--- config.mk ---
export PLATFORM = sky130hd
export DESIGN_NAME = circular_deque_flat
export DESIGN_NICKNAME = d
export VERILOG_FILES = /design/src/rtl/core/cdq_pkg.sv /design/src/rtl/core/cdq_if.sv /design/src/rtl/core/circular_deque.sv /design/src/rtl/core/cdq_ring_ram.sv /design/src/flat_wrapper.sv
export SDC_FILE = /design/constraint.sdc
export NUM_CORES = 1
export LEC_CHECK = 0
export BUFFER_PORTS_ARGS = -buffer_cell sky130_fd_sc_hd__buf_2
export CAP_MARGIN = 5
export CORE_MARGIN = 4
export CORE_UTILIZATION = 50
export DETAILED_ROUTE_END_ITERATION = 7
export PLACE_DENSITY = 0.77
export SLEW_MARGIN = 20
export SYNTH_ARGS = -nofsm -noshare
export SYNTH_HDL_FRONTEND = slang
export SYNTH_SLANG_ARGS = --single-unit
--- constraint.sdc ---
create_clock -name clk -period 4.85 [get_ports clk]
set_input_delay 0.485 -clock clk [delete_from_list [all_inputs] [get_ports clk]]
set_output_delay 0.485 -clock clk [all_outputs]
set_load 0.005 [all_outputs]
--- src/rtl/core/cdq_pkg.sv ---
// ----------------------------------------------------------------------------
// cdq_pkg
// Shared types, widths and codes for the circular deque block.
// ----------------------------------------------------------------------------
package cdq_pkg;

	// ring geometry
	localparam int DEPTH  = 16;
	localparam int PTR_W  = (DEPTH > 1) ? $clog2(DEPTH) : 1;
	localparam int CNT_W  = $clog2(DEPTH + 1);

	// request and result field widths
	localparam int REQ_W  = 3;
	localparam int IDX_W  = 4;
	localparam int WORD_W = 32;
	localparam int STAT_W = 2;
	localparam int CAP_W  = 5;

	// configuration port
	localparam int APB_DW = 32;
	localparam int APB_AW = 3;

	typedef logic [PTR_W-1:0]         ptr_t;
	typedef logic [CNT_W-1:0]         cnt_t;
	typedef logic signed [WORD_W-1:0] word_t;
	typedef logic [REQ_W-1:0]         req_code_t;
	typedef logic [STAT_W-1:0]        status_t;
	typedef logic [CAP_W-1:0]         cap_t;

	// request codes
	localparam req_code_t REQ_PUSH_FRONT = 3'd0;
	localparam req_code_t REQ_PUSH_BACK  = 3'd1;
	localparam req_code_t REQ_POP_FRONT  = 3'd2;
	localparam req_code_t REQ_POP_BACK   = 3'd3;
	localparam req_code_t REQ_PEEK       = 3'd4;

	// status codes
	localparam status_t ST_OK        = 2'd0;
	localparam status_t ST_OVERFLOW  = 2'd1;
	localparam status_t ST_UNDERFLOW = 2'd2;
	localparam status_t ST_BOUNDS    = 2'd3;

	// register index of the capacity register
	localparam logic REG_CAPACITY = 1'b0;

	localparam cap_t  CAP_RESET = 5'd16;
	localparam word_t ERR_WORD  = -32'sd1;

	// request sequencer states
	typedef enum logic {
		S_IDLE,
		S_READ
	} cdq_state_t;

	// ring memory access for one cycle
	typedef struct packed {
		logic  we;
		ptr_t  waddr;
		word_t wdata;
		logic  re;
		ptr_t  raddr;
	} cdq_ram_req_t;

endpackage

--- src/rtl/core/cdq_if.sv ---
// ----------------------------------------------------------------------------
// cdq_req_if / cdq_rsp_if
// Valid/ready channels for deque requests and results.
// ----------------------------------------------------------------------------
interface cdq_req_if;
	import cdq_pkg::*;

	logic      valid;
	logic      ready;
	req_code_t req_type;
	word_t     value;
	logic [IDX_W-1:0] index;

	modport source (output valid, output req_type, output value, output index, input ready);
	modport sink   (input valid, input req_type, input value, input index, output ready);
endinterface

interface cdq_rsp_if;
	import cdq_pkg::*;

	logic    valid;
	logic    ready;
	word_t   data;
	status_t status;
	cnt_t    count;
	logic    is_full_flag;
	logic    is_empty_flag;

	modport source (
		output valid, output data, output status, output count,
		output is_full_flag, output is_empty_flag, input ready
	);
	modport sink (
		input valid, input data, input status, input count,
		input is_full_flag, input is_empty_flag, output ready
	);
endinterface

--- src/rtl/core/circular_deque.sv ---
// ----------------------------------------------------------------------------
// circular_deque
// Double-ended queue in a ring store with a programmable capacity.
// ----------------------------------------------------------------------------
//  channel  dir  protocol     payload
//  req      in   valid/ready  req_type, value, index
//  rsp      out  valid/ready  data, status, count, is_full_flag, is_empty_flag
//  apb      in   apb write    capacity at byte address 0
//
//  a push or any failing request is registered straight into rsp; a good pop or peek
//  first reads the ring memory, then registers the word into rsp
//  the registered read port of the ring store adds that read step
//  reset empties the deque and sets capacity to 16; ring contents undefined
//  a new request is taken while a result waits, as long as rsp drains
//  a capacity write empties the deque
// ----------------------------------------------------------------------------
module circular_deque (
	input  logic                       clk,
	input  logic                       arst_n,
	cdq_req_if.sink                    req,
	cdq_rsp_if.source                  rsp,
	input  logic                       psel,
	input  logic                       penable,
	input  logic                       pwrite,
	input  logic [cdq_pkg::APB_AW-1:0] paddr,
	input  logic [cdq_pkg::APB_DW-1:0] pwdata,
	output logic [cdq_pkg::APB_DW-1:0] prdata,
	output logic                       pready
);
	import cdq_pkg::*;

	// ring pointer helpers
	function automatic ptr_t ring_inc(ptr_t p, cnt_t cap);
		cnt_t s;
		s = cnt_t'(p) + cnt_t'(1);
		return (s >= cap) ? ptr_t'(s - cap) : ptr_t'(s);
	endfunction

	function automatic ptr_t ring_dec(ptr_t p, cnt_t cap);
		return (p == '0) ? ptr_t'(cap - cnt_t'(1)) : ptr_t'(p - ptr_t'(1));
	endfunction

	cdq_state_t   state_q, state_nxt;
	ptr_t         head_q, tail_q;
	cnt_t         count_q;
	cap_t         cap_q;
	cnt_t         cap_eff;

	ptr_t         nxt_head, nxt_tail;
	cnt_t         nxt_count;
	status_t      res_status;
	word_t        res_data;
	logic         needs_read;
	logic         we_c, re_c;
	ptr_t         waddr_c, raddr_c;
	cnt_t         peek_sum;
	cdq_ram_req_t ram_req;
	word_t        ram_rdata;

	logic         out_free, in_acc, cfg_wr, rd_done;

	logic         out_valid_q;
	word_t        out_data_q;
	status_t      out_status_q;
	cnt_t         out_count_q;
	logic         out_full_q, out_empty_q;

	cnt_t         pend_count_q;
	logic         pend_full_q, pend_empty_q;

	// configuration port
	assign pready = 1'b1;
	assign cfg_wr = psel & penable & pwrite & (paddr[APB_AW-1:2] == REG_CAPACITY);
	assign prdata = (paddr[APB_AW-1:2] == REG_CAPACITY) ?
		{{(APB_DW-CAP_W){1'b0}}, cap_q} : '0;

	// capacity in force, clamped to 1..DEPTH
	always_comb begin
		if (cap_q == '0) begin
			cap_eff = cnt_t'(1);
		end else if (int'(cap_q) > DEPTH) begin
			cap_eff = cnt_t'(DEPTH);
		end else begin
			cap_eff = cnt_t'(cap_q);
		end
	end

	assign peek_sum = cnt_t'(head_q) + cnt_t'(req.index);

	// request decode, pointer update and ring access
	always_comb begin
		nxt_head   = head_q;
		nxt_tail   = tail_q;
		nxt_count  = count_q;
		res_status = ST_OK;
		res_data   = '0;
		needs_read = 1'b0;
		we_c       = 1'b0;
		re_c       = 1'b0;
		waddr_c    = '0;
		raddr_c    = head_q;
		unique case (req.req_type)
			REQ_PUSH_FRONT, REQ_PUSH_BACK: begin
				if (count_q >= cap_eff) begin
					res_status = ST_OVERFLOW;
					res_data   = ERR_WORD;
				end else begin
					we_c      = 1'b1;
					nxt_count = count_q + cnt_t'(1);
					if (count_q == '0) begin
						nxt_head = '0;
						nxt_tail = '0;
						waddr_c  = '0;
					end else if (req.req_type == REQ_PUSH_FRONT) begin
						nxt_head = ring_dec(head_q, cap_eff);
						waddr_c  = nxt_head;
					end else begin
						nxt_tail = ring_inc(tail_q, cap_eff);
						waddr_c  = nxt_tail;
					end
				end
			end
			REQ_POP_FRONT, REQ_POP_BACK: begin
				if (count_q == '0) begin
					res_status = ST_UNDERFLOW;
					res_data   = ERR_WORD;
				end else begin
					re_c       = 1'b1;
					needs_read = 1'b1;
					raddr_c    = (req.req_type == REQ_POP_FRONT) ? head_q : tail_q;
					nxt_count  = count_q - cnt_t'(1);
					if (count_q == cnt_t'(1)) begin
						nxt_head = '0;
						nxt_tail = '0;
					end else if (req.req_type == REQ_POP_FRONT) begin
						nxt_head = ring_inc(head_q, cap_eff);
					end else begin
						nxt_tail = ring_dec(tail_q, cap_eff);
					end
				end
			end
			REQ_PEEK: begin
				if (count_q == '0) begin
					res_status = ST_UNDERFLOW;
					res_data   = ERR_WORD;
				end else if (req.index >= count_q) begin
					res_status = ST_BOUNDS;
					res_data   = ERR_WORD;
				end else begin
					re_c       = 1'b1;
					needs_read = 1'b1;
					raddr_c    = (peek_sum >= cap_eff) ? ptr_t'(peek_sum - cap_eff)
						: ptr_t'(peek_sum);
				end
			end
			default: begin
			end
		endcase
	end

	// ring memory access, only on an accepted transaction
	always_comb begin
		ram_req.we    = we_c & in_acc;
		ram_req.waddr = waddr_c;
		ram_req.wdata = req.value;
		ram_req.re    = re_c & in_acc;
		ram_req.raddr = raddr_c;
	end

	cdq_ring_ram u_ring (
		.clk     (clk),
		.ram_req (ram_req),
		.rdata   (ram_rdata)
	);

	// next state
	always_comb begin
		state_nxt = state_q;
		unique case (state_q)
			S_IDLE: begin
				if (in_acc && needs_read) begin
					state_nxt = S_READ;
				end
			end
			S_READ: begin
				if (out_free) begin
					state_nxt = S_IDLE;
				end
			end
			default: state_nxt = S_IDLE;
		endcase
	end

	// handshake outputs
	always_comb begin
		out_free  = !out_valid_q || rsp.ready;
		req.ready = (state_q == S_IDLE) && out_free;
		in_acc    = req.valid && req.ready;
		rd_done   = (state_q == S_READ) && out_free;
	end

	always_ff @(posedge clk or negedge arst_n) begin
		if (!arst_n) begin
			state_q <= S_IDLE;
		end else begin
			state_q <= state_nxt;
		end
	end

	// deque pointers, count and capacity
	always_ff @(posedge clk or negedge arst_n) begin
		if (!arst_n) begin
			head_q  <= '0;
			tail_q  <= '0;
			count_q <= '0;
			cap_q   <= CAP_RESET;
		end else if (cfg_wr) begin
			head_q  <= '0;
			tail_q  <= '0;
			count_q <= '0;
			cap_q   <= pwdata[CAP_W-1:0];
		end else if (in_acc) begin
			head_q  <= nxt_head;
			tail_q  <= nxt_tail;
			count_q <= nxt_count;
		end
	end

	// result fields held while the ring read completes
	always_ff @(posedge clk) begin
		if (in_acc && needs_read) begin
			pend_count_q <= nxt_count;
			pend_full_q  <= (nxt_count == cap_eff);
			pend_empty_q <= (nxt_count == '0);
		end
	end

	// output register valid
	always_ff @(posedge clk or negedge arst_n) begin
		if (!arst_n) begin
			out_valid_q <= 1'b0;
		end else if ((in_acc && !needs_read) || rd_done) begin
			out_valid_q <= 1'b1;
		end else if (rsp.ready) begin
			out_valid_q <= 1'b0;
		end
	end

	// output register payload
	always_ff @(posedge clk) begin
		if (rd_done) begin
			out_data_q   <= ram_rdata;
			out_status_q <= ST_OK;
			out_count_q  <= pend_count_q;
			out_full_q   <= pend_full_q;
			out_empty_q  <= pend_empty_q;
		end else if (in_acc && !needs_read) begin
			out_data_q   <= res_data;
			out_status_q <= res_status;
			out_count_q  <= nxt_count;
			out_full_q   <= (nxt_count == cap_eff);
			out_empty_q  <= (nxt_count == '0);
		end
	end

	assign rsp.valid         = out_valid_q;
	assign rsp.data          = out_data_q;
	assign rsp.status        = out_status_q;
	assign rsp.count         = out_count_q;
	assign rsp.is_full_flag  = out_full_q;
	assign rsp.is_empty_flag = out_empty_q;

`ifndef NO_ASSERTIONS
	// the deque never holds more than the capacity in force
	a_count_cap: assert property (@(posedge clk) disable iff (!arst_n)
		count_q <= cap_eff)
		else $error("entry count above capacity");

	// pointers stay inside the ring in use
	a_ptr_range: assert property (@(posedge clk) disable iff (!arst_n)
		(cnt_t'(head_q) < cap_eff) && (cnt_t'(tail_q) < cap_eff))
		else $error("ring pointer outside capacity");

	// a finished read always lands in the output register
	a_read_lands: assert property (@(posedge clk) disable iff (!arst_n)
		rd_done |=> out_valid_q && (state_q == S_IDLE))
		else $error("ring read lost");

	// no new transaction while a ring read is in flight
	a_no_accept_rd: assert property (@(posedge clk) disable iff (!arst_n)
		(state_q == S_READ) |-> !req.ready)
		else $error("request taken during ring read");
`endif
endmodule

--- src/rtl/core/cdq_ring_ram.sv ---
// ----------------------------------------------------------------------------
// cdq_ring_ram
// Single-port-write, single-port-read ring store with registered read data.
// ----------------------------------------------------------------------------
module cdq_ring_ram (
	input  logic                 clk,
	input  cdq_pkg::cdq_ram_req_t ram_req,
	output cdq_pkg::word_t       rdata
);
	import cdq_pkg::*;

	word_t mem [DEPTH];
	word_t rdata_q;

	// write port
	always_ff @(posedge clk) begin
		if (ram_req.we) begin
			mem[ram_req.waddr] <= ram_req.wdata;
		end
	end

	// read port, data held until the next read
	always_ff @(posedge clk) begin
		if (ram_req.re) begin
			rdata_q <= mem[ram_req.raddr];
		end
	end

	assign rdata = rdata_q;
endmodule

--- src/flat_wrapper.sv ---
// flat-port wrapper written by rule: the top's interface ports become plain ports
module circular_deque_flat import cdq_pkg::*;
  (clk, arst_n, psel, penable, pwrite, paddr, pwdata, prdata, pready, req_valid, req_req_type, req_value, req_index, req_ready, rsp_valid, rsp_data, rsp_status, rsp_count, rsp_is_full_flag, rsp_is_empty_flag, rsp_ready);
  cdq_req_if req_i ();
  cdq_rsp_if rsp_i ();
  input  logic clk;
  input  logic arst_n;
  input  logic psel;
  input  logic penable;
  input  logic pwrite;
  input  logic [cdq_pkg::APB_AW-1:0] paddr;
  input  logic [cdq_pkg::APB_DW-1:0] pwdata;
  output logic [cdq_pkg::APB_DW-1:0] prdata;
  output logic pready;
  input wire logic [$bits(req_i.valid)-1:0] req_valid;
  input wire logic [$bits(req_i.req_type)-1:0] req_req_type;
  input wire logic [$bits(req_i.value)-1:0] req_value;
  input wire logic [$bits(req_i.index)-1:0] req_index;
  output wire logic [$bits(req_i.ready)-1:0] req_ready;
  output wire logic [$bits(rsp_i.valid)-1:0] rsp_valid;
  output wire logic [$bits(rsp_i.data)-1:0] rsp_data;
  output wire logic [$bits(rsp_i.status)-1:0] rsp_status;
  output wire logic [$bits(rsp_i.count)-1:0] rsp_count;
  output wire logic [$bits(rsp_i.is_full_flag)-1:0] rsp_is_full_flag;
  output wire logic [$bits(rsp_i.is_empty_flag)-1:0] rsp_is_empty_flag;
  input wire logic [$bits(rsp_i.ready)-1:0] rsp_ready;
  assign req_i.valid = req_valid;
  assign req_i.req_type = req_req_type;
  assign req_i.value = req_value;
  assign req_i.index = req_index;
  assign req_ready = req_i.ready;
  assign rsp_valid = rsp_i.valid;
  assign rsp_data = rsp_i.data;
  assign rsp_status = rsp_i.status;
  assign rsp_count = rsp_i.count;
  assign rsp_is_full_flag = rsp_i.is_full_flag;
  assign rsp_is_empty_flag = rsp_i.is_empty_flag;
  assign rsp_i.ready = rsp_ready;
  circular_deque u_core (.clk(clk), .arst_n(arst_n), .req(req_i), .rsp(rsp_i), .psel(psel), .penable(penable), .pwrite(pwrite), .paddr(paddr), .pwdata(pwdata), .prdata(prdata), .pready(pready));
endmodule
==> results of run 1 <==
-- stage by stage --
step,std cells,TNS [ps],instance area [sq um],power (W),hold slack (ps)
finish,2669,0,29700,0.0173,66.7
global route,2667,0,29700,0.0182,67.1
CTS,2665,0,29700,0.0174,38.7
detailed placement,2551,0,27600,0.0125,466
global placement,2551,0,27600,0.0123,459
floorplan,1834,-14030,26000,0.0107,189
-- worst register-to-register path, cell delays in order, from the launching register on --
cell	delay [ps]
dfrtp_1	380
ha_1	220
fa_1	410
xor2_1	200
ha_1	360
a21o_1	180
a221o_1	380
a21o_1	230
mux2i_1	130
o211a_2	320
nor2_4	890
a32oi_1	330
nand3_1	220
-- per-layer routing --
layer / vias to the layer above / global-route usage [%] / wire (um)
li1: 7115 / - / -
met1: 7959 / 29.6 / 25300
met2: 674 / 35.1 / 29900
met3: 122 / 4.07 / 4840
met4: 4 / 6.18 / 1480
met5: - / 0 / 27
-- cells in the mapped netlist, drive strengths merged (3+ instances only) --
master and number:
nand2 269, nor4 3, xor2 4, a21oi 155
a211oi 5, o21ai 29, a211o 4, a31oi 10
mux2 3, xnor2 13, nor3 7, a32oi 32
clkbuf 50, a21o 50, inv 29, or3 3
o211ai 3, buf 82, dfrtp 19, mux2i 107
edfxtp 590, and3 5, nand3 77, nand3b 3
nor2b 10, a221o 65, nand2b 9, a22oi 38
fa 4, o21a 3, nor2 52, ha 36
and2 8
-- report_power, final --
part	switching, W	internal [W]
logic	0.00360	0.00238
clock network	0.00199	0.00286
registers	0.000218	0.00628
total	0.00581	0.0115
-- kinds of logic (layout without fill, tap and decap cells) --
| kind of cell | count (synthesis) | count (layout) | share of synthesized area, % |
|---|---|---|---|
| flip-flops | 612 | 612 | 70.5 |
| AND/OR/NAND/NOR | 454 | 454 | 7.61 |
| AO/OA/AOI/OAI | 412 | 412 | 11.6 |
| buffers and inverters | 161 | 312 | 3.36 |
| multiplexers | 110 | 110 | 4.27 |
| adder cells (fa/ha/maj) | 40 | 40 | 2.05 |
| XOR/XNOR | 17 | 17 | 0.575 |
| other | 2 | 32 | 0.0290 |
-- registers in the layout, indices dropped and copies added (netlist names), 2 cells and up --
name	flops
u_core.u_ring.rdata	32
u_core.head_q	4
u_core.tail_q	4
u_core.u_ring.mem	512
u_core.cap_q	5
u_core.count_q	5
u_core.rsp.data	32
u_core.rsp.status	2
u_core.pend_count_q	5
u_core.rsp.count	5
-- layout make-up --
class	count	area share (%)
Tap cell	680	2.86
Antenna cell	4	0.0337
Clock buffer	74	5.33
Timing Repair Buffer	170	4.65
Inverter	29	0.366
Clock inverter	39	1.67
Multi-Input combinational cell	1061	23.6
Sequential cell	612	61.4
-- timing repair --
item                      CTS  global route
hold buffers                1             0
resized for setup           0             0
hold endpoints to repair   19             0
-- final timing paths --
check	from	end
max	u_core.head_q[0]$_DFFE_PN0P_	u_core.u_ring.rdata[27]$_DFFE_PP_
min	pwdata[2]	u_core.cap_q[2]$_DFFE_PN0P_
max reg2reg	u_core.head_q[0]$_DFFE_PN0P_	u_core.u_ring.rdata[27]$_DFFE_PP_
min reg2reg	u_core.rsp.status[0]$_SDFFE_PP0P_	u_core.rsp.status[0]$_SDFFE_PP0P_
max in group asynchronous	arst_n	u_core.cap_q[4]$_DFFE_PN1P_
min in group asynchronous	arst_n	u_core.count_q[1]$_DFFE_PN0P_
==> impl_metrics.tcl, run 1 <==
set metrics [dict create \
    drv_slew 0 \
    ys_ff_latch 612 \
    dieArea_sq_mm 0.0555 \
    gp_congestion 0.898 \
    numCtsBuffers 60 \
    die_w_um 236 \
    cts_max_level 2 \
    synthFlopType "edfxtp_1" \
    finalCritPeriodShare_pct 90.6 \
    synthTopCellsByArea "edfxtp_1 68%, mux2i_1 4.1%, nand2_1 3.9%, a221o_1 2.5%, a21oi_1 2.4%" \
    grt_pass1_wl_um 93300 \
    synth_edf_count 590 \
    hpwl_um 35600 \
    multi_input_area_sq_mm 0.00702 \
    final_nets 2055 \
    criticalPathCategory "reg -> reg" \
    final_cell_mix "590 x edfxtp_1, 267 x nand2_1, 122 x a21oi_1, 107 x mux2i_1, 99 x buf_2" \
    initial_utilization_pct 50.5 \
    synth_top_area_share_pct 68.4 \
    setup_violations 0 \
    cpPeakStageDelay_ps 890 \
    reg2reg_slack_ps 450 \
    tritoncts "done" \
    p_leak_nw 10.6 \
    period_needed_ps 4400 \
    async_reset_ff_share_pct 3.27 \
    status "complete, but fails checks" \
    fin_ws_ps 454 \
    row_count 83 \
    netlist_area_sq_mm 0.0259 \
    path_buf_inv 0 \
    worstMarginPinSlew_ps 1170 \
    worstPathCellList "ha_1 > fa_1 > xor2_1 > ha_1 > a21o_1 > a221o_1 > a21o_1 > mux2i_1 > o211a_2 > nor2_4 > a32oi_1 > nand3_1" \
    seq_area_sq_mm 0.0183 \
    io_buffers 99 \
    wl_per_cell_um 23.1 \
    first_pass_iters 8 \
    synth_top_area_cell "edfxtp_1" \
    fmax_mhz 228 \
    fin_skew_ps 35.8 \
    slowest_stage "nor2_4" \
    drtIter0Drc 1736 \
    failed_checks "DRC" \
    num_vias 15900 \
    clock_sinks 612 \
    pre_cts_ws_ps 286 \
    clkTransAtPathRegs_ps 60 \
    hp-class "in -> reg" \
    vias_per_cell 5.95 \
    remaining_drc_errors 1 \
    coreArea_sq_mm 0.0513 \
    power_density_mw_per_mm2 583 \
    endpoint_kind "flip-flop" \
    ys_warn_count 0 \
    cap_violations 0 \
    r2r_cells 12 \
    drive_above_1_share_pct 16.5 \
    final_antenna_net_count 0 \
    drt-total-wl_um 61600 \
    post_cts_buffers 0 \
    synthCells 1808 \
    fill_cells 3874 \
    maxSlewHeadroom_pct 21.9 \
    hold_viol_final 0 \
    crit_arrival_ps 4850 \
    ys_seq_area_share_pct 70.5 \
    grt_max_degree 56 \
    insertion_delay_ps 640 \
    path_delay_family "compound AO/OA/AOI/OAI gates" \
    worstHoldPathCells 3 \
    clockBufferDepth 3 \
    rsz0062_at_grt "false" \
    ios 157 \
    grt_overflow 0 \
    grt_pass1_vias 15900 \
    antenna_found_initial 5 \
    cp.depth 12 \
    area_growth_pct 14.8 \
    grt_usage_pct 21.4 \
    final_common_cell "edfxtp_1" \
    clockRootBuffer "clkbuf_16" \
    peakVddDrop_mv 0.315 \
    syn-mean-instance-area_sq_um 14.3 \
    cp_max_fo 32 \
    utilization_pct 57.9 \
    synth.distinct_cells 65 \
    critPathRequiredTime_ps 5310 \
    cp-start-kind "flip-flop" \
    dieHeight_um 236 \
]
Power figures use the tool's default switching activity.
==> run 2, diff against run 1 <==
- ABC_AREA: default -> 1
- SYNTH_HIERARCHICAL: default -> 1
==> impl_metrics.tcl, run 2 <==
set metrics [dict create \
    cpPeakStageDelay_ps 620 \
    synth_xor_area_share_pct 0.528 \
    design_area_sq_mm 0.0315 \
    final_cell_mix "864 x nand2_1, 590 x edfxtp_1, 465 x inv_1, 428 x nand3_1, 99 x buf_2" \
    ios 157 \
    io_buffers 99 \
    holdWs_ps 64.3 \
    synth_top_area_cell "edfxtp_1" \
    dieArea_sq_mm 0.0603 \
    synth_compound_area_share_pct 1.67 \
    largest_reg_flops 512 \
    cp-start-kind "flip-flop" \
    yosysMostFrequentCell "nand2_1" \
    drive_above_1_share_pct 9.86 \
    power_density_mw_per_mm2 569 \
    netlist_area_sq_mm 0.0282 \
    cts_max_level 2 \
    cap_violations 0 \
    numCtsBuffers 58 \
    hp-class "in -> reg" \
    area_growth_pct 11.6 \
    met3_usage_pct 3.28 \
    post_cts_buffers 0 \
    gr-usage-met1_pct 29.4 \
    path_buf_inv 3 \
    final_nets 2998 \
    criticalPathCategory "reg -> reg" \
    grt_usage_pct 21.7 \
    worstMarginPinSlew_ps 1060 \
    p_leak_nw 13.7 \
    cp_common_cell "nand2_1" \
    cp_max_fo 56 \
    fin_skew_ps 20.3 \
    synth_edf_count 590 \
    slowest_stage "buf_4" \
    dieHeight_um 246 \
    gp_congestion 0.860 \
    drt-total-wl_um 66500 \
    worstPathCellList "ha_1 > inv_1 > fa_1 > xnor2_1 > ha_1 > a21oi_1 > nand2_1 > nand2_1 > nand3b_1 > a21oi_1 > nand2_1 > o211ai_1 > nand4_1 > inv_4 > buf_4 > nand3_1 > nand3_1 > nand3_1 > nand2_1" \
    tritoncts "done" \
    final_antenna_net_count 0 \
    rsz0062_at_grt "false" \
    antenna_found_initial 4 \
    maxSlewHeadroom_pct 28.8 \
    busiest_layer "met2" \
    ys_warn_count 6 \
    remaining_drc_errors 0 \
    ys_ff_latch 612 \
    synth_common_cells "866 x nand2_1, 590 x edfxtp_1, 467 x inv_1" \
    coreArea_sq_mm 0.0555 \
    synthTopCellsByArea "edfxtp_1 63%, nand2_1 12%, nand3_1 7.6%, inv_1 6.2%, dfrtp_1 1.7%" \
    clock_sinks 612 \
    grtUsageMet2_pct 36.5 \
    clockBufferDepth 3 \
    drv_slew 0 \
    endpoint_kind "flip-flop" \
    synthCells 2786 \
    ys_seq_area_share_pct 64.7 \
    finalSetupTns_ps 0 \
    stdcell_count 3671 \
    synth.distinct_cells 45 \
    grt_pass1_vias 18400 \
    largest-register "u_core/u_ring/mem" \
    placed_area_sq_mm 0.0296 \
    syn-mean-instance-area_sq_um 10.1 \
    synth_fa_ha_area_share_pct 1.88 \
    synthFlopType "edfxtp_1" \
    crit_arrival_ps 4950 \
    synthMuxAreaShare_pct 0.0355 \
    initial_utilization_pct 50.8 \
    fmax_mhz 225 \
    row_count 86 \
    async_reset_ff_share_pct 3.27 \
    synth_top_area_share_pct 62.8 \
    synth_top_family_by_area "simple AND/OR/NAND/NOR gates" \
    path_delay_family "simple AND/OR/NAND/NOR gates" \
    period_needed_ps 4450 \
    clkTransAtPathRegs_ps 60 \
    grt_overflow 0 \
    post_cts_resized 0 \
    first_pass_iters 5 \
    place_inst 3564 \
    hpwl_um 36800 \
    drtIter0Drc 2127 \
    grt_max_degree 142 \
    die_w_um 246 \
    grt_pass1_wl_um 102000 \
    num_vias 19500 \
    insertion_delay_ps 630 \
    hold_viol_final 0 \
    status "completed" \
    reg2reg_slack_ps 400 \
    synth_simple_gate_area_share_pct 21.2 \
    vias_per_cell 5.32 \
    clockRootBuffer "clkbuf_16" \
    finalCritPeriodShare_pct 91.8 \
    critPathRequiredTime_ps 5350 \
    setup_violations 0 \
    final_common_cell "nand2_1" \
    peakVddDrop_mv 0.419 \
    wl_per_cell_um 18.1 \
]
-- run 2: changes by cell type after synthesis, moves of 32 or more --
cell	change
nand2_1	+598
inv_1	+438
nand3_1	+352
a21oi_1	-106
mux2i_1	-106
a221o_1	-65
a21o_1	-45
a22oi_1	-37
a32oi_1	-32
-- run 2: kinds of logic after synthesis --
logic type               after synthesis
AO/OA/AOI/OAI                         84
XOR/XNOR                              17
adder cells (fa/ha/maj)               40
buffers and inverters                624
flip-flops                           612
multiplexers                           1
other                                  2
AND/OR/NAND/NOR                     1406
-- run 2: what timing repair did --
item                       CTS  global route
hold buffers                 1             0
hold endpoints to repair    19             0
setup endpoints to repair    0             0
-- run 2: area by class of cell --
cell class | count | area (sq um)
fill | 4521 | 24000
clock buffer | 68 | 1510
tap | 748 | 936
sequential | 612 | 18300
antenna | 1 | 2.50
multi-input combinational | 1576 | 7390
timing repair buffer | 154 | 1240
clock inverter | 37 | 372
inverter | 475 | 1790
-- run 2: routing by layer --
| layer | part of all wire (%) | wire length, um |
|---|---|---|
| met1 | 40 | 26600 |
| met2 | 48 | 31800 |
| met3 | 9.6 | 6390 |
| met4 | 2.5 | 1670 |
| met5 | 0.030 | 20 |
-- run 2: path summary, 6_finish.rpt --
path | from | end | depth (start not counted)
setup / recovery | u_core/head_q[0]$_DFFE_PN0P_ | u_core/u_ring/rdata[15]$_DFFE_PP_ | 19
hold / removal | pwdata[2] | u_core/cap_q[2]$_DFFE_PN0P_ | 3
setup reg to reg | u_core/head_q[0]$_DFFE_PN0P_ | u_core/u_ring/rdata[15]$_DFFE_PP_ | 19
hold reg to reg | u_core/rsp.status[0]$_SDFFE_PP0P_ | u_core/rsp.status[0]$_SDFFE_PP0P_ | 2
max in group asynchronous | arst_n | u_core/cap_q[4]$_DFFE_PN1P_ | 2
min in group asynchronous | arst_n | u_core/state_q$_DFF_PN0_ | 2
-- run 2: metrics by stage --
| stage | util (%) | setup WS [ps] | total power (W) |
|---|---|---|---|
| after floorplan | - | 612 | 0.0116 |
| after global placement | 53.3 | 498 | 0.0133 |
| after detailed placement | 53.3 | 420 | 0.0135 |
| after CTS | 56.7 | 428 | 0.0179 |
| after global routing | 56.7 | 39.2 | 0.0190 |
| final | 56.7 | 398 | 0.0179 |
-- run 2: where the power goes --
part           switching (W)  internal (W)
clock                0.00195       0.00250
combinational        0.00471       0.00223
sequential          0.000177       0.00636
total                0.00683        0.0111
-- run 2: worst register-to-register path, stage by stage (launching register included) --
cell and delay [ps]:
dfrtp_1 480, ha_1 210, inv_1 50, fa_1 400
xnor2_1 240, ha_1 320, a21oi_1 160, nand2_1 90
nand2_1 70, nand3b_1 70, a21oi_1 210, nand2_1 80
o211ai_1 130, nand4_1 440, inv_4 200, buf_4 620
nand3_1 190, nand3_1 170, nand3_1 110, nand2_1 80
